`config.mk`:
```
export PLATFORM = sky130hd
export DESIGN_NAME = keyboard_host_command_handler
export DESIGN_NICKNAME = d
export VERILOG_FILES = /design/src/sv/kbhc_pkg.sv /design/src/sv/kbhc_front.sv /design/src/sv/kbhc_back.sv /design/src/sv/keyboard_host_command_handler.sv
export SDC_FILE = /design/constraint.sdc
export NUM_CORES = 1
export LEC_CHECK = 0
export BUFFER_PORTS_ARGS = -buffer_cell sky130_fd_sc_hd__buf_4
export CORE_MARGIN = 8
export CORE_UTILIZATION = 48
export CTS_CLUSTER_DIAMETER = 50
export CTS_CLUSTER_SIZE = 30
export DETAILED_ROUTE_END_ITERATION = 10
export GPL_TIMING_DRIVEN = 0
export SLEW_MARGIN = 20
export SYNTH_ARGS = -nofsm -noshare
export SYNTH_HDL_FRONTEND = slang
export SYNTH_HIERARCHICAL = 1
export SYNTH_SLANG_ARGS = --single-unit
```
`constraint.sdc`:
```
create_clock -name i_clk -period 9.7 [get_ports i_clk]
set_input_delay 0 -clock i_clk [delete_from_list [all_inputs] [get_ports i_clk]]
set_output_delay 0 -clock i_clk [all_outputs]
set_load 0.02 [all_outputs]
```
`src/sv/kbhc_pkg.sv`:
```
// Shared types, command codes and lookup tables for the keyboard host command handler.
`default_nettype none

package kbhc_pkg;

    // Input item kinds
    localparam logic CMD_KIND_HOST  = 1'b0;
    localparam logic CMD_KIND_QUERY = 1'b1;

    // Host command bytes
    localparam logic [7:0] CMD_RESET     = 8'hFF;
    localparam logic [7:0] CMD_RESEND    = 8'hFE;
    localparam logic [7:0] CMD_KEY_MAKE  = 8'hFD;
    localparam logic [7:0] CMD_KEY_MB    = 8'hFC;
    localparam logic [7:0] CMD_KEY_MT    = 8'hFB;
    localparam logic [7:0] CMD_GLB_ALL   = 8'hFA;
    localparam logic [7:0] CMD_GLB_MAKE  = 8'hF9;
    localparam logic [7:0] CMD_GLB_MB    = 8'hF8;
    localparam logic [7:0] CMD_GLB_MT    = 8'hF7;
    localparam logic [7:0] CMD_DEFAULTS  = 8'hF6;
    localparam logic [7:0] CMD_DISABLE   = 8'hF5;
    localparam logic [7:0] CMD_ENABLE    = 8'hF4;
    localparam logic [7:0] CMD_TYPEMATIC = 8'hF3;
    localparam logic [7:0] CMD_READ_ID   = 8'hF2;
    localparam logic [7:0] CMD_SCANSET   = 8'hF0;
    localparam logic [7:0] CMD_ECHO      = 8'hEE;
    localparam logic [7:0] CMD_LEDS      = 8'hED;

    // Reply bytes
    localparam logic [7:0] RSP_ACK    = 8'hFA;
    localparam logic [7:0] RSP_RESEND = 8'hFE;
    localparam logic [7:0] RSP_BAT_OK = 8'hAA;
    localparam logic [7:0] RSP_ID0    = 8'hAB;
    localparam logic [7:0] RSP_ID1    = 8'h83;
    localparam logic [7:0] RSP_ECHO   = 8'hEE;

    // Set 3 global modes
    localparam logic [1:0] MODE_MAKE     = 2'd0;
    localparam logic [1:0] MODE_MB       = 2'd1;
    localparam logic [1:0] MODE_MT       = 2'd2;
    localparam logic [1:0] MODE_ALL      = 2'd3;

    // Per-key map entries (bit0 break off, bit1 typematic off)
    localparam logic [1:0] KEY_ENT_NONE  = 2'd0;
    localparam logic [1:0] KEY_ENT_MT    = 2'd1;
    localparam logic [1:0] KEY_ENT_MB    = 2'd2;
    localparam logic [1:0] KEY_ENT_MAKE  = 2'd3;

    // Scan code sets
    localparam logic [1:0] SET_ONE   = 2'd1;
    localparam logic [1:0] SET_TWO   = 2'd2;
    localparam logic [1:0] SET_THREE = 2'd3;

    // Power-up / default values
    localparam logic [1:0] RST_SET    = SET_TWO;
    localparam logic [1:0] RST_GLOBAL = MODE_ALL;
    localparam logic [4:0] RST_RATE   = 5'd11;
    localparam logic [1:0] RST_DELAY  = 2'd1;

    typedef enum logic [4:0] {
        CC_RESET,
        CC_RESEND,
        CC_KEY_MAKE,
        CC_KEY_MB,
        CC_KEY_MT,
        CC_GLB_ALL,
        CC_GLB_MAKE,
        CC_GLB_MB,
        CC_GLB_MT,
        CC_DEFAULTS,
        CC_DISABLE,
        CC_ENABLE,
        CC_TYPEMATIC,
        CC_READ_ID,
        CC_SCANSET,
        CC_ECHO,
        CC_LEDS,
        CC_UNKNOWN,
        CC_QUERY
    } t_cmd_class;

    typedef enum logic [2:0] {
        WS_IDLE,
        WS_LEDS,
        WS_SCANSET,
        WS_TYPEMATIC,
        WS_KEY_MAKE,
        WS_KEY_MB,
        WS_KEY_MT
    } t_wait_state;

    typedef enum logic {
        BK_IDLE,
        BK_EMIT
    } t_back_state;

    // One classified item as it travels from front to back
    typedef struct packed {
        logic       is_query;
        t_cmd_class cls;
        logic       key_ok;
        logic [7:0] data;
    } t_cmd_entry;

    function automatic logic [18:0] rate_period_us(input logic [4:0] idx);
        logic [18:0] v;
        case (idx)
            5'd0:  v = 19'd33333;
            5'd1:  v = 19'd37453;
            5'd2:  v = 19'd41667;
            5'd3:  v = 19'd45872;
            5'd4:  v = 19'd48309;
            5'd5:  v = 19'd54054;
            5'd6:  v = 19'd58480;
            5'd7:  v = 19'd62500;
            5'd8:  v = 19'd66667;
            5'd9:  v = 19'd75188;
            5'd10: v = 19'd83333;
            5'd11: v = 19'd91743;
            5'd12: v = 19'd100000;
            5'd13: v = 19'd108696;
            5'd14: v = 19'd116279;
            5'd15: v = 19'd125000;
            5'd16: v = 19'd133333;
            5'd17: v = 19'd149254;
            5'd18: v = 19'd166667;
            5'd19: v = 19'd181818;
            5'd20: v = 19'd200000;
            5'd21: v = 19'd217391;
            5'd22: v = 19'd232558;
            5'd23: v = 19'd250000;
            5'd24: v = 19'd270270;
            5'd25: v = 19'd303030;
            5'd26: v = 19'd333333;
            5'd27: v = 19'd370370;
            5'd28: v = 19'd400000;
            5'd29: v = 19'd434783;
            5'd30: v = 19'd476190;
            default: v = 19'd500000;
        endcase
        return v;
    endfunction

    function automatic logic [9:0] delay_lookup(input logic [1:0] idx);
        logic [9:0] v;
        case (idx)
            2'd0:    v = 10'd250;
            2'd1:    v = 10'd500;
            2'd2:    v = 10'd750;
            default: v = 10'd1000;
        endcase
        return v;
    endfunction

    function automatic logic [2:0] usb_led_order(input logic [2:0] led);
        logic [2:0] v;
        case (led)
            3'd0:    v = 3'd0;
            3'd1:    v = 3'd4;
            3'd2:    v = 3'd1;
            3'd3:    v = 3'd5;
            3'd4:    v = 3'd2;
            3'd5:    v = 3'd6;
            3'd6:    v = 3'd3;
            default: v = 3'd7;
        endcase
        return v;
    endfunction

endpackage

`default_nettype wire

```
`src/sv/kbhc_front.sv`:
```
// Front end: accept items, decode the host byte into a command class, queue them.
`default_nettype none

module kbhc_front #(
    parameter int KEY_MAP_DEPTH = 224
) (
    input  wire                  i_clk,
    input  wire                  i_rst_n,
    input  wire                  i_valid,
    output logic                 o_ready,
    input  wire                  i_command,
    input  wire  [7:0]           i_data_value,
    output logic                 o_deq_valid,
    input  wire                  i_deq_ready,
    output kbhc_pkg::t_cmd_entry o_deq_entry
);

    localparam logic [8:0] DEPTH_LIMIT = 9'(KEY_MAP_DEPTH);

    kbhc_pkg::t_cmd_class cls;
    kbhc_pkg::t_cmd_entry ent;
    kbhc_pkg::t_cmd_entry r_ent [2];
    logic                 r_wr_ptr, n_wr_ptr;
    logic                 r_rd_ptr, n_rd_ptr;
    logic [1:0]           r_count, n_count;
    logic                 push, pop;

    always_comb begin
        unique case (i_data_value)
            kbhc_pkg::CMD_RESET:     cls = kbhc_pkg::CC_RESET;
            kbhc_pkg::CMD_RESEND:    cls = kbhc_pkg::CC_RESEND;
            kbhc_pkg::CMD_KEY_MAKE:  cls = kbhc_pkg::CC_KEY_MAKE;
            kbhc_pkg::CMD_KEY_MB:    cls = kbhc_pkg::CC_KEY_MB;
            kbhc_pkg::CMD_KEY_MT:    cls = kbhc_pkg::CC_KEY_MT;
            kbhc_pkg::CMD_GLB_ALL:   cls = kbhc_pkg::CC_GLB_ALL;
            kbhc_pkg::CMD_GLB_MAKE:  cls = kbhc_pkg::CC_GLB_MAKE;
            kbhc_pkg::CMD_GLB_MB:    cls = kbhc_pkg::CC_GLB_MB;
            kbhc_pkg::CMD_GLB_MT:    cls = kbhc_pkg::CC_GLB_MT;
            kbhc_pkg::CMD_DEFAULTS:  cls = kbhc_pkg::CC_DEFAULTS;
            kbhc_pkg::CMD_DISABLE:   cls = kbhc_pkg::CC_DISABLE;
            kbhc_pkg::CMD_ENABLE:    cls = kbhc_pkg::CC_ENABLE;
            kbhc_pkg::CMD_TYPEMATIC: cls = kbhc_pkg::CC_TYPEMATIC;
            kbhc_pkg::CMD_READ_ID:   cls = kbhc_pkg::CC_READ_ID;
            kbhc_pkg::CMD_SCANSET:   cls = kbhc_pkg::CC_SCANSET;
            kbhc_pkg::CMD_ECHO:      cls = kbhc_pkg::CC_ECHO;
            kbhc_pkg::CMD_LEDS:      cls = kbhc_pkg::CC_LEDS;
            default:                 cls = kbhc_pkg::CC_UNKNOWN;
        endcase
        ent.is_query = (i_command == kbhc_pkg::CMD_KIND_QUERY);
        ent.cls      = ent.is_query ? kbhc_pkg::CC_QUERY : cls;
        ent.key_ok   = ({1'b0, i_data_value} < DEPTH_LIMIT);
        ent.data     = i_data_value;
    end

    assign o_ready     = (r_count != 2'd2);
    assign o_deq_valid = (r_count != 2'd0);
    assign o_deq_entry = r_ent[r_rd_ptr];
    assign push        = i_valid && o_ready;
    assign pop         = o_deq_valid && i_deq_ready;

    always_comb begin
        n_wr_ptr = push ? ~r_wr_ptr : r_wr_ptr;
        n_rd_ptr = pop  ? ~r_rd_ptr : r_rd_ptr;
        n_count  = r_count + 2'(push) - 2'(pop);
    end

    always_ff @(posedge i_clk) begin
        if (!i_rst_n) begin
            r_wr_ptr <= 1'b0;
            r_rd_ptr <= 1'b0;
            r_count  <= 2'd0;
        end else begin
            r_wr_ptr <= n_wr_ptr;
            r_rd_ptr <= n_rd_ptr;
            r_count  <= n_count;
        end
    end

    always_ff @(posedge i_clk) begin
        if (push) begin
            r_ent[r_wr_ptr] <= ent;
        end
    end

endmodule

`default_nettype wire

```
`src/sv/kbhc_back.sv`:
```
// Back end: run one queued command against keyboard state and emit its reply bytes.
`default_nettype none

module kbhc_back #(
    parameter int KEY_MAP_DEPTH = 224
) (
    input  wire                  i_clk,
    input  wire                  i_rst_n,
    input  wire                  i_deq_valid,
    output logic                 o_deq_ready,
    input  kbhc_pkg::t_cmd_entry i_deq_entry,
    output logic                 o_valid,
    input  wire                  i_ready,
    output logic                 o_tx_valid,
    output logic [7:0]           o_tx_value,
    output logic                 o_last_of_run,
    output logic [1:0]           o_scan_set,
    output logic [1:0]           o_set3_mode,
    output logic                 o_enabled_flag,
    output logic [2:0]           o_led_ps2_bits,
    output logic [2:0]           o_led_usb_bits,
    output logic [18:0]          o_repeat_period_us,
    output logic [9:0]           o_repeat_delay_ms,
    output logic [1:0]           o_key_mode
);

    localparam int AW = (KEY_MAP_DEPTH > 1) ? $clog2(KEY_MAP_DEPTH) : 1;

    kbhc_pkg::t_back_state r_bk_state, n_bk_state;
    kbhc_pkg::t_wait_state r_ws, n_ws;
    logic [1:0]            r_set, n_set;
    logic [1:0]            r_glb, n_glb;
    logic                  r_en, n_en;
    logic [2:0]            r_led, n_led;
    logic [4:0]            r_rate, n_rate;
    logic [1:0]            r_delay, n_delay;
    logic [7:0]            r_last_sent, n_last_sent;

    logic [7:0]            r_tx_buf [3];
    logic [7:0]            n_tx_buf [3];
    logic [1:0]            r_tx_last, n_tx_last;
    logic [1:0]            r_tx_idx;
    logic                  r_is_query;

    logic [1:0]            r_key_mem [KEY_MAP_DEPTH];
    logic [KEY_MAP_DEPTH-1:0] r_key_vld;
    logic [1:0]            r_rd_data;
    logic                  r_rd_hit;

    logic                  deq_fire, out_fire, host_fire, query_fire;
    logic                  map_we, map_clr, cmd_path;
    logic [1:0]            map_wd;
    logic [7:0]            b;
    logic [AW-1:0]         key_idx;
    logic [7:0]            final_byte;

    assign o_deq_ready = (r_bk_state == kbhc_pkg::BK_IDLE);
    assign deq_fire    = i_deq_valid && o_deq_ready;
    assign host_fire   = deq_fire && !i_deq_entry.is_query;
    assign query_fire  = deq_fire && i_deq_entry.is_query;
    assign o_valid     = (r_bk_state == kbhc_pkg::BK_EMIT);
    assign out_fire    = o_valid && i_ready;
    assign b           = i_deq_entry.data;
    assign key_idx     = b[AW-1:0];

    // Command execution
    always_comb begin
        n_ws        = r_ws;
        n_set       = r_set;
        n_glb       = r_glb;
        n_en        = r_en;
        n_led       = r_led;
        n_rate      = r_rate;
        n_delay     = r_delay;
        n_last_sent = r_last_sent;
        n_tx_buf[0] = kbhc_pkg::RSP_ACK;
        n_tx_buf[1] = kbhc_pkg::RSP_ACK;
        n_tx_buf[2] = kbhc_pkg::RSP_ACK;
        n_tx_last   = 2'd0;
        map_we      = 1'b0;
        map_clr     = 1'b0;
        map_wd      = kbhc_pkg::KEY_ENT_NONE;
        cmd_path    = 1'b0;
        final_byte  = kbhc_pkg::RSP_ACK;

        unique case (r_ws) inside
            kbhc_pkg::WS_KEY_MAKE, kbhc_pkg::WS_KEY_MB, kbhc_pkg::WS_KEY_MT: begin
                if (i_deq_entry.key_ok) begin
                    map_we = 1'b1;
                    if (r_ws == kbhc_pkg::WS_KEY_MAKE) begin
                        map_wd = kbhc_pkg::KEY_ENT_MAKE;
                    end else if (r_ws == kbhc_pkg::WS_KEY_MB) begin
                        map_wd = kbhc_pkg::KEY_ENT_MB;
                    end else begin
                        map_wd = kbhc_pkg::KEY_ENT_MT;
                    end
                end else begin
                    cmd_path = 1'b1;
                end
            end
            kbhc_pkg::WS_LEDS: begin
                n_led = (b > 8'd7) ? 3'd0 : b[2:0];
                n_ws  = kbhc_pkg::WS_IDLE;
            end
            kbhc_pkg::WS_TYPEMATIC: begin
                n_rate  = b[4:0];
                n_delay = b[6:5];
                n_ws    = kbhc_pkg::WS_IDLE;
            end
            kbhc_pkg::WS_SCANSET: begin
                if (b == 8'd0) begin
                    n_tx_buf[0] = {6'd0, r_set};
                    n_tx_last   = 2'd1;
                end else if (b <= 8'd3) begin
                    map_clr = 1'b1;
                    n_set   = b[1:0];
                end else begin
                    n_set = kbhc_pkg::SET_TWO;
                end
                n_ws = kbhc_pkg::WS_IDLE;
            end
            default: begin
                cmd_path = 1'b1;
            end
        endcase

        if (cmd_path) begin
            n_ws = kbhc_pkg::WS_IDLE;
            unique case (i_deq_entry.cls) inside
                kbhc_pkg::CC_RESET, kbhc_pkg::CC_DEFAULTS: begin
                    n_glb   = kbhc_pkg::RST_GLOBAL;
                    n_set   = kbhc_pkg::RST_SET;
                    n_en    = 1'b1;
                    n_rate  = kbhc_pkg::RST_RATE;
                    n_delay = kbhc_pkg::RST_DELAY;
                    if (i_deq_entry.cls == kbhc_pkg::CC_RESET) begin
                        n_tx_buf[1] = kbhc_pkg::RSP_BAT_OK;
                        n_tx_last   = 2'd1;
                    end
                end
                kbhc_pkg::CC_RESEND: begin
                    n_tx_buf[0] = r_last_sent;
                end
                kbhc_pkg::CC_KEY_MAKE: begin
                    if (r_set == kbhc_pkg::SET_THREE) n_ws = kbhc_pkg::WS_KEY_MAKE;
                end
                kbhc_pkg::CC_KEY_MB: begin
                    if (r_set == kbhc_pkg::SET_THREE) n_ws = kbhc_pkg::WS_KEY_MB;
                end
                kbhc_pkg::CC_KEY_MT: begin
                    if (r_set == kbhc_pkg::SET_THREE) n_ws = kbhc_pkg::WS_KEY_MT;
                end
                kbhc_pkg::CC_GLB_ALL, kbhc_pkg::CC_GLB_MAKE,
                kbhc_pkg::CC_GLB_MB, kbhc_pkg::CC_GLB_MT: begin
                    if (r_set == kbhc_pkg::SET_THREE) begin
                        map_clr = 1'b1;
                        if (i_deq_entry.cls == kbhc_pkg::CC_GLB_ALL) begin
                            n_glb = kbhc_pkg::MODE_ALL;
                        end else if (i_deq_entry.cls == kbhc_pkg::CC_GLB_MAKE) begin
                            n_glb = kbhc_pkg::MODE_MAKE;
                        end else if (i_deq_entry.cls == kbhc_pkg::CC_GLB_MB) begin
                            n_glb = kbhc_pkg::MODE_MB;
                        end else begin
                            n_glb = kbhc_pkg::MODE_MT;
                        end
                    end
                end
                kbhc_pkg::CC_DISABLE:   n_en = 1'b0;
                kbhc_pkg::CC_ENABLE:    n_en = 1'b1;
                kbhc_pkg::CC_TYPEMATIC: n_ws = kbhc_pkg::WS_TYPEMATIC;
                kbhc_pkg::CC_READ_ID: begin
                    n_tx_buf[1] = kbhc_pkg::RSP_ID0;
                    n_tx_buf[2] = kbhc_pkg::RSP_ID1;
                    n_tx_last   = 2'd2;
                end
                kbhc_pkg::CC_SCANSET:   n_ws = kbhc_pkg::WS_SCANSET;
                kbhc_pkg::CC_ECHO:      n_tx_buf[0] = kbhc_pkg::RSP_ECHO;
                kbhc_pkg::CC_LEDS:      n_ws = kbhc_pkg::WS_LEDS;
                default:                n_tx_buf[0] = kbhc_pkg::RSP_RESEND;
            endcase
        end

        // Record the last byte sent, except a resend of the old byte or a resend request
        final_byte = n_tx_buf[n_tx_last];
        if (!(cmd_path && i_deq_entry.cls == kbhc_pkg::CC_RESEND)
            && final_byte != kbhc_pkg::RSP_RESEND) begin
            n_last_sent = final_byte;
        end
    end

    // Back-end sequencer
    always_comb begin
        n_bk_state = r_bk_state;
        unique case (r_bk_state)
            kbhc_pkg::BK_IDLE: begin
                if (deq_fire) n_bk_state = kbhc_pkg::BK_EMIT;
            end
            kbhc_pkg::BK_EMIT: begin
                if (out_fire && r_tx_idx == r_tx_last) n_bk_state = kbhc_pkg::BK_IDLE;
            end
            default: n_bk_state = kbhc_pkg::BK_IDLE;
        endcase
    end

    always_ff @(posedge i_clk) begin
        if (!i_rst_n) begin
            r_bk_state  <= kbhc_pkg::BK_IDLE;
            r_ws        <= kbhc_pkg::WS_IDLE;
            r_set       <= kbhc_pkg::RST_SET;
            r_glb       <= kbhc_pkg::RST_GLOBAL;
            r_en        <= 1'b1;
            r_led       <= 3'd0;
            r_rate      <= kbhc_pkg::RST_RATE;
            r_delay     <= kbhc_pkg::RST_DELAY;
            r_last_sent <= 8'd0;
            r_key_vld   <= '0;
            r_tx_idx    <= 2'd0;
            r_tx_last   <= 2'd0;
            r_is_query  <= 1'b0;
        end else begin
            r_bk_state <= n_bk_state;
            if (host_fire) begin
                r_ws        <= n_ws;
                r_set       <= n_set;
                r_glb       <= n_glb;
                r_en        <= n_en;
                r_led       <= n_led;
                r_rate      <= n_rate;
                r_delay     <= n_delay;
                r_last_sent <= n_last_sent;
                r_tx_last   <= n_tx_last;
                if (map_clr) begin
                    r_key_vld <= '0;
                end else if (map_we) begin
                    r_key_vld[key_idx] <= 1'b1;
                end
            end else if (query_fire) begin
                r_tx_last <= 2'd0;
            end
            if (deq_fire) begin
                r_is_query <= i_deq_entry.is_query;
                r_tx_idx   <= 2'd0;
            end else if (out_fire) begin
                r_tx_idx <= r_tx_idx + 2'd1;
            end
        end
    end

    // Reply buffer
    always_ff @(posedge i_clk) begin
        if (host_fire) begin
            r_tx_buf[0] <= n_tx_buf[0];
            r_tx_buf[1] <= n_tx_buf[1];
            r_tx_buf[2] <= n_tx_buf[2];
        end
    end

    // Per-key mode memory; valid bits stand in for clearing it
    always_ff @(posedge i_clk) begin
        if (host_fire && map_we) begin
            r_key_mem[key_idx] <= map_wd;
        end
        if (query_fire) begin
            r_rd_data <= r_key_mem[key_idx];
        end
    end

    always_ff @(posedge i_clk) begin
        if (query_fire) begin
            r_rd_hit <= i_deq_entry.key_ok ? r_key_vld[key_idx] : 1'b0;
        end
    end

    assign o_tx_valid         = !r_is_query;
    assign o_tx_value         = r_is_query ? 8'd0 : r_tx_buf[r_tx_idx];
    assign o_last_of_run      = (r_tx_idx == r_tx_last);
    assign o_scan_set         = r_set;
    assign o_set3_mode        = r_glb;
    assign o_enabled_flag     = r_en;
    assign o_led_ps2_bits     = r_led;
    assign o_led_usb_bits     = kbhc_pkg::usb_led_order(r_led);
    assign o_repeat_period_us = kbhc_pkg::rate_period_us(r_rate);
    assign o_repeat_delay_ms  = kbhc_pkg::delay_lookup(r_delay);
    assign o_key_mode         = (r_is_query && r_rd_hit) ? r_rd_data : kbhc_pkg::KEY_ENT_NONE;

    a_idx_in_run: assert property (@(posedge i_clk) disable iff (!i_rst_n)
        o_valid |-> (r_tx_idx <= r_tx_last))
        else $error("reply index ran past the end of the run");

    a_pop_then_emit: assert property (@(posedge i_clk) disable iff (!i_rst_n)
        deq_fire |=> o_valid && r_tx_idx == 2'd0)
        else $error("popped command did not start emitting");

    a_query_single: assert property (@(posedge i_clk) disable iff (!i_rst_n)
        (o_valid && r_is_query) |-> (o_last_of_run && !o_tx_valid && o_tx_value == 8'd0))
        else $error("query result is not a single empty result");

    a_status_holds: assert property (@(posedge i_clk) disable iff (!i_rst_n)
        (o_valid && !(i_ready && o_last_of_run)) |=>
            ($stable(r_set) && $stable(r_glb) && $stable(r_en) && $stable(r_led)))
        else $error("status changed inside a reply run");

endmodule

`default_nettype wire

```
`src/sv/keyboard_host_command_handler.sv`:
```
// Top level of the PS/2 keyboard host command handler.
// Each input transaction is either a byte from the PS/2 host (i_command = 0) or a read of one
// entry of the set 3 per-key mode map (i_command = 1). A host byte produces one to three result
// transactions (ACK FA, resend FE, AA after reset, AB 83 for read ID, EE for echo, the set
// number for a scan set query); a map read produces exactly one result with o_tx_valid low.
// o_last_of_run marks the final result of an input, and every result carries the keyboard
// status as it stands after the whole input was handled. Inputs land in a two-entry queue
// after decoding, so the host side keeps flowing while replies are drained. The back end
// takes one queued command while idle and then emits one reply byte per cycle while the
// output side is ready; it takes no new command until the last result of a run is accepted.
// The per-key map is a memory with one valid bit per entry, so reset and the map clears of
// the global-mode and scan-set commands take effect at once with no clearing pass.
`default_nettype none

module keyboard_host_command_handler #(
    parameter int KEY_MAP_DEPTH = 224
) (
    input  wire         i_clk,
    input  wire         i_rst_n,
    // Input channel
    input  wire         i_valid,
    output logic        o_ready,
    input  wire         i_command,
    input  wire  [7:0]  i_data_value,
    // Result channel
    output logic        o_valid,
    input  wire         i_ready,
    output logic        o_tx_valid,
    output logic [7:0]  o_tx_value,
    output logic        o_last_of_run,
    output logic [1:0]  o_scan_set,
    output logic [1:0]  o_set3_mode,
    output logic        o_enabled_flag,
    output logic [2:0]  o_led_ps2_bits,
    output logic [2:0]  o_led_usb_bits,
    output logic [18:0] o_repeat_period_us,
    output logic [9:0]  o_repeat_delay_ms,
    output logic [1:0]  o_key_mode
);

    // Decoded commands queued between front and back
    kbhc_pkg::t_cmd_entry deq_entry;
    logic                 deq_valid;
    logic                 deq_ready;

    // Front: decode and queue each incoming transaction
    kbhc_front #(
        .KEY_MAP_DEPTH (KEY_MAP_DEPTH)
    ) u_front (
        .i_clk        (i_clk),
        .i_rst_n      (i_rst_n),
        .i_valid      (i_valid),
        .o_ready      (o_ready),
        .i_command    (i_command),
        .i_data_value (i_data_value),
        .o_deq_valid  (deq_valid),
        .i_deq_ready  (deq_ready),
        .o_deq_entry  (deq_entry)
    );

    // Back: execute against keyboard state, drive the reply run
    kbhc_back #(
        .KEY_MAP_DEPTH (KEY_MAP_DEPTH)
    ) u_back (
        .i_clk              (i_clk),
        .i_rst_n            (i_rst_n),
        .i_deq_valid        (deq_valid),
        .o_deq_ready        (deq_ready),
        .i_deq_entry        (deq_entry),
        .o_valid            (o_valid),
        .i_ready            (i_ready),
        .o_tx_valid         (o_tx_valid),
        .o_tx_value         (o_tx_value),
        .o_last_of_run      (o_last_of_run),
        .o_scan_set         (o_scan_set),
        .o_set3_mode        (o_set3_mode),
        .o_enabled_flag     (o_enabled_flag),
        .o_led_ps2_bits     (o_led_ps2_bits),
        .o_led_usb_bits     (o_led_usb_bits),
        .o_repeat_period_us (o_repeat_period_us),
        .o_repeat_delay_ms  (o_repeat_delay_ms),
        .o_key_mode         (o_key_mode)
    );

endmodule

`default_nettype wire
```
==> results of run 1 <==
==> sequential cells by signal, summed over array words and instances, names as in the netlist, 3 cells and up, named ones only <==
name and count:
u_front/r_ent 30, u_back/r_key_mem 448, u_back/o_led_ps2_bits 3, u_back/r_key_vld 224
u_back/r_last_sent 8, u_back/r_ws 3, u_back/r_tx_buf 12, u_back/r_rate 5
u_back/o_repeat_period_us 19
==> worst reg2reg max path: cells and delay by family (launching register included) <==
family / cells / cell delay (ns)
buffers and inverters: 9 / 3.54
DFF: 1 / 0.31
muxes: 1 / 0.23
and+or+nand+nor: 3 / 1.17
==> placed cells by master (no fill, tap or decap), drive strengths merged, types with 41 or more instances in the layout <==
cell	n
a21oi	266
buf	177
clkbuf	201
dfxtp	282
edfxtp	493
inv	50
mux4	183
nand2	93
nand3	41
nor2	535
nor3	48
==> stage by stage <==
| step | setup WS (ns) | hold WS (ns) | cell area, µm² | cells |
|---|---|---|---|---|
| global placement | -2.858 | 0.1977 | 34380 | 3482 |
| global route | 4.044 | 0.09945 | 37920 | 3672 |
| CTS | 4.264 | 0.06632 | 37910 | 3672 |
| finish | 4.158 | 0.1026 | 37920 | 3672 |
| detailed placement | 4.275 | 0.2022 | 34740 | 3496 |
| floorplan | 2.475 | 0.09887 | 32820 | 2538 |
==> final timing paths <==
| path | to | slack [ns] | cells past startpoint |
|---|---|---|---|
| worst min-delay path | u_front/r_ent[1][2] | 0.10 | 2 |
| worst max-delay path | u_back/r_key_mem[90][0] | 4.16 | 13 |
| worst max register to register | u_back/r_key_mem[90][0] | 4.16 | 13 |
| worst min register to register | u_back/r_key_vld[66] | 0.46 | 2 |
==> final cells by class <==
cell class	count	area share, %
Clock inverter	68	2.043
Sequential cell	775	53.93
Timing Repair Buffer	88	2.409
Clock buffer	96	5.996
Tap cell	882	2.910
Multi-Input combinational cell	1534	29.88
Inverter	23	0.2277
Buffer	206	2.604
==> metal layers <==
metal	routed length, µm	track usage, %	part of all wire (%)	up-vias
met5	0	0	0	-
met4	4768	11.77	4.7	0
met3	9348	5.596	9.2	276
met2	48640	42.67	48	1270
met1	38860	32.84	38	11540
li1	-	-	-	9791
==> power groups by stage <==
stage | logic [mW] | clock network (mW) | registers [mW]
after global routing | 1.90 | 3.57 | 3.55
after CTS | 1.82 | 3.44 | 3.55
after floorplan | 1.05 | 0 | 3.62
final | 1.84 | 3.39 | 3.55
after global placement | 1.81 | 0 | 3.62
after detailed placement | 1.81 | 0 | 3.62
==> kinds of logic (layout without fill, tap and decap cells) <==
kind of cell	after synthesis	after routing	synth area share [%]
flip-flops	775	775	62.33
XOR/XNOR	5	5	0.1335
other	2	4	0.02289
multiplexers	242	242	14.44
buffers and inverters	229	481	3.245
adder cells (fa/ha/maj)	14	14	0.5339
AO/OA/AOI/OAI	438	438	7.921
AND/OR/NAND/NOR	831	831	11.37
==> impl_metrics.ini, run 1 <==
[pwr]
power_mw = 8.783
p_seq_share_pct = 40.4
p_sw_mw = 2.837
peakVddDrop_uv = 186.9
internal_power_mw = 5.947
p_clk_share_pct = 38.6
cellPowerDensity_nw_per_um2 = 231.6
combPwrFrac_pct = 21.0
p_leak_nw = 12.07
switching_share_pct = 32.30

[global_route]
grt_pass1_vias = 22610
grt_usage_pct = 25.94
grt_max_degree = 41
grt_overflow_total = 0
antenna_found_initial = 0
grt_pass1_wl_mm = 149.6

[drt]
dr.pass1.iters = 6
ant_nets = 0
vias = 22870
drt_iter0_drc = 2785
via_per_inst = 6.229
routedWlPerCell_um = 27.67
drt_wl_total_mm = 101.6
drc_errors = 0

[setup_path]
crit_fanout = 10
crit_required_ns = 10.04
cpPeakStageDelay_ns = 0.58
path_cells = clkbuf_1 > buf_2 > mux2_2 > buf_4 > buf_4 > buf_2 > buf_2 > buf_2 > buf_2 > nor2b_1 > nand2_1 > clkbuf_1 > nor2_1
worst-setup-path-type = register to register
worstSetupStartpointType = register
slowest_stage = buf_2
crit_family = buffers and inverters
arrival_ns = 5.88
cpMostUsedCell = buf_2
crit_buf_inv = 9
worstSetupEndpointType = register

[layout]
syn2layout_area_growth_pct = 15.58
final_util_pct = 55.68
final_nets = 2743
fillers = 5555
drive_gt1_share_pct = 20.32
diodes = 0
regArea_um2 = 20450
multi_input_comb_area_um2 = 11330

[cts]
cts_tree = done
clockBufferDepth = 3
postCtsResizedCells = 0
clk_latency_ns = 0.66
root_buffer = clkbuf_16
path_clk_slew_ns = 0.07
cts_setup_buffers = 0
cts_buffers = 88
ctsHoldBuffers = 12
clock-sinks = 775
h-tree-depth = 3

[sta]
fin_skew_ns = 0.03076
max_slew_margin_pct = 19.71
rsz0062_at_grt = false
maxSlewViolCount = 0
finalCriticalPeriod_ns = 5.542
worst_pin_slew_ns = 1.204
hold_violations = 0
setup_viol_count_final = 0
setup_tns_ns = 0
fin_crit_sh_pct = 57.13
fmax_mhz = 180.4

[placement]
gp_congestion = 0.9041
dp.final_hpwl_mm = 68.43
io_buffers = 62

[yosys]
seq_area_frac_synth_pct = 62.33
synth_top_cell_by_area = edfxtp_1
syn_inst = 2536
synth_cell_types = 86
synth_top_area_share_pct = 45.12
avgSynthCellArea_um2 = 12.94
synthFlopType = edfxtp_1
synth_area_um2 = 32810
synth_top_cells_by_count = nor2_1 (532), edfxtp_1 (493), dfxtp_1 (282)
yosys_warnings = 6
yosys-top-cells-area = edfxtp_1 (45%), dfxtp_1 (17%), mux4_2 (13%), nor2_1 (6.1%), a21oi_1 (4.0%)
synthArstFlopShare_pct = 0
ys_ff_latch = 775
synth-edff-count = 493
yosysMostFrequentCell = nor2_1

[floorplan]
core_um2 = 68110
die_w_um = 277.4
initial_core_util_pct = 48.17
dieHeight_um = 277.4
io_pins = 67
row_count = 96
dieArea_um2 = 76970

[flow_run]
cap_violations = 0

[outcome]
status = completed

[worst_hold_path]
hold_class = input port to register
hp-start = i_data_value[2]
No activity file was read; power rests on OpenSTA's default activity.
==> run 2: changes to the inputs <==
==> constraint.sdc (replaced) <==
create_clock -name i_clk -period 5.56 [get_ports i_clk]
set_input_delay 0 -clock i_clk [delete_from_list [all_inputs] [get_ports i_clk]]
set_output_delay 0 -clock i_clk [all_outputs]
set_load 0.02 [all_outputs]
==> impl_metrics.ini, run 2 (synthesis results as in run 1) <==
[pwr]
p_leak_nw = 12.09
peakVddDrop_uv = 326.1
cellPowerDensity_nw_per_um2 = 404.0

[setup_path]
crit_family = buffers and inverters
worst-setup-path-type = register to register
crit_buf_inv = 9
worstSetupPathDepth = 13
worstSetupStartpointType = register
slowest_stage = clkbuf_1
ff2ff_path_depth = 13
arrival_ns = 5.78
path_cells = clkbuf_1 > buf_2 > mux2_2 > buf_4 > buf_4 > buf_2 > buf_2 > clkbuf_4 > buf_2 > nor2b_1 > nand2_1 > clkbuf_1 > nor2_1
crit_fanout = 10
cpMostUsedCell = buf_2
worstReg2RegEnd = u_back/r_key_mem[90][0]
crit_required_ns = 5.90
cpPeakStageDelay_ns = 0.54
worstSetupEndpointType = register
rrSetupSlack_ns = 0.11

[cts]
cts_tree = done
root_buffer = clkbuf_16
cts_setup_buffers = 0
cts_buffers = 88
clock-sinks = 775
path_clk_slew_ns = 0.07
h-tree-depth = 3
clk_latency_ns = 0.66
clockBufferDepth = 3

[layout]
regMostFlops = u_back/r_key_mem
diodes = 0
fillers = 5557
largest_reg_flops = 448
final_cells = 3672
reg_top3 = u_back/r_key_mem (448), u_back/r_key_vld (224), u_front/r_ent (30)
layout_common_cells = nor2_1 (529), edfxtp_1 (493), dfxtp_1 (282)
drive_gt1_share_pct = 20.47
mostFrequentLayoutCell = nor2_1
syn2layout_area_growth_pct = 15.64
final_area_um2 = 37940
final_nets = 2743

[global_route]
met3_usage_pct = 5.596
grt_max_degree = 41
busiest_layer = met2
grt_overflow_total = 0
antenna_found_initial = 0
grt_use_met2_pct = 42.67
grt_usage_pct = 25.94
use_met1_pct = 32.84
grt_pass1_vias = 22610
grt_pass1_wl_mm = 149.6

[placement]
placed_cells = 3496
dp_slack_ns = 0.1355
placed_cell_area_um2 = 34740
gp_congestion = 0.9041
io_buffers = 62
dp.final_hpwl_mm = 68.43

[sta]
worst_pin_slew_ns = 1.213
max_slew_margin_pct = 19.12
fin_skew_ns = 0.03313
fmax_mhz = 183.6
setup_viol_count_final = 0
finalCriticalPeriod_ns = 5.447
hold_violations = 0
maxSlewViolCount = 0
rsz0062_at_grt = false
whs_ns = 0.1026
fin_ws_ns = 0.1125
fin_crit_sh_pct = 97.98

[worst_hold_path]
hold_class = input port to register
worst_hold_path.endpoint = u_front/r_ent[1][2]
hold_depth = 2
hp-start = i_data_value[2]

[drt]
ant_nets = 0
dr.pass1.iters = 9
vias = 22920
drt_iter0_drc = 2770
routedWlPerCell_um = 27.73
drt_wl_total_mm = 101.8
drc_errors = 0
via_per_inst = 6.242

[floorplan]
die_w_um = 277.4
initial_core_util_pct = 48.17
row_count = 96
io_pins = 67
dieArea_um2 = 76970
dieHeight_um = 277.4
core_um2 = 68110

[outcome]
status = completed

[flow_run]
cap_violations = 0
[run 2: what timing repair did]
action	CTS	global route
hold buffers	12	0
gates resized for setup	0	14
setup endpoints to repair	0	78
endpoints found under the hold margin	40	0
[run 2: where the power goes]
group / internal [mW] / switching [mW] / leakage (nW) / total (mW)
logic: 0.995 / 2.23 / 4.46 / 3.22
registers: 6.15 / 0.0348 / 6.16 / 6.19
clock network: 3.23 / 2.69 / 1.46 / 5.92
total: 10.4 / 4.95 / 12.1 / 15.3
[run 2: worst max path at each step]
stage	start	to	slack, ns
2_1_floorplan	register	u_back/r_key_mem[0][0]	-1.66
3_3_place_gp	register	u_back/r_key_mem[50][1]	-7.00
3_5_place_dp	register	u_back/r_key_mem[193][0]	0.14
4_1_cts	register	u_back/r_key_mem[97][1]	0.12
5_1_grt	register	u_back/r_key_mem[90][0]	0.04
6_report	register	u_back/r_key_mem[90][0]	0.11
[run 2: cell type report]
class	instances	area (µm²)	area share [%]
sequential	775	20450	53.90
multi-input combinational	1534	11330	29.86
clock buffer	96	2273	5.993
tap	882	1104	2.909
buffer	206	1007	2.655
timing repair buffer	88	913.4	2.408
clock inverter	68	774.5	2.041
inverter	23	86.33	0.2276
[run 2: routing by layer]
layer / up-vias / part of all wire, %
met5: - / 0
met1: 11630 / 39
met3: 271 / 8.9
li1: 9802 / -
met2: 1214 / 48
met4: 0 / 4.7
[run 2: stage by stage]
stage	power [mW]	setup TNS (ns)	util (%)
final	15.33	0	55.70
after global routing	15.74	0	55.70
after global placement	9.469	-3115.03	50.49
after CTS	15.36	0	55.67
after floorplan	8.148	-745.91	-
after detailed placement	9.475	0	51.02
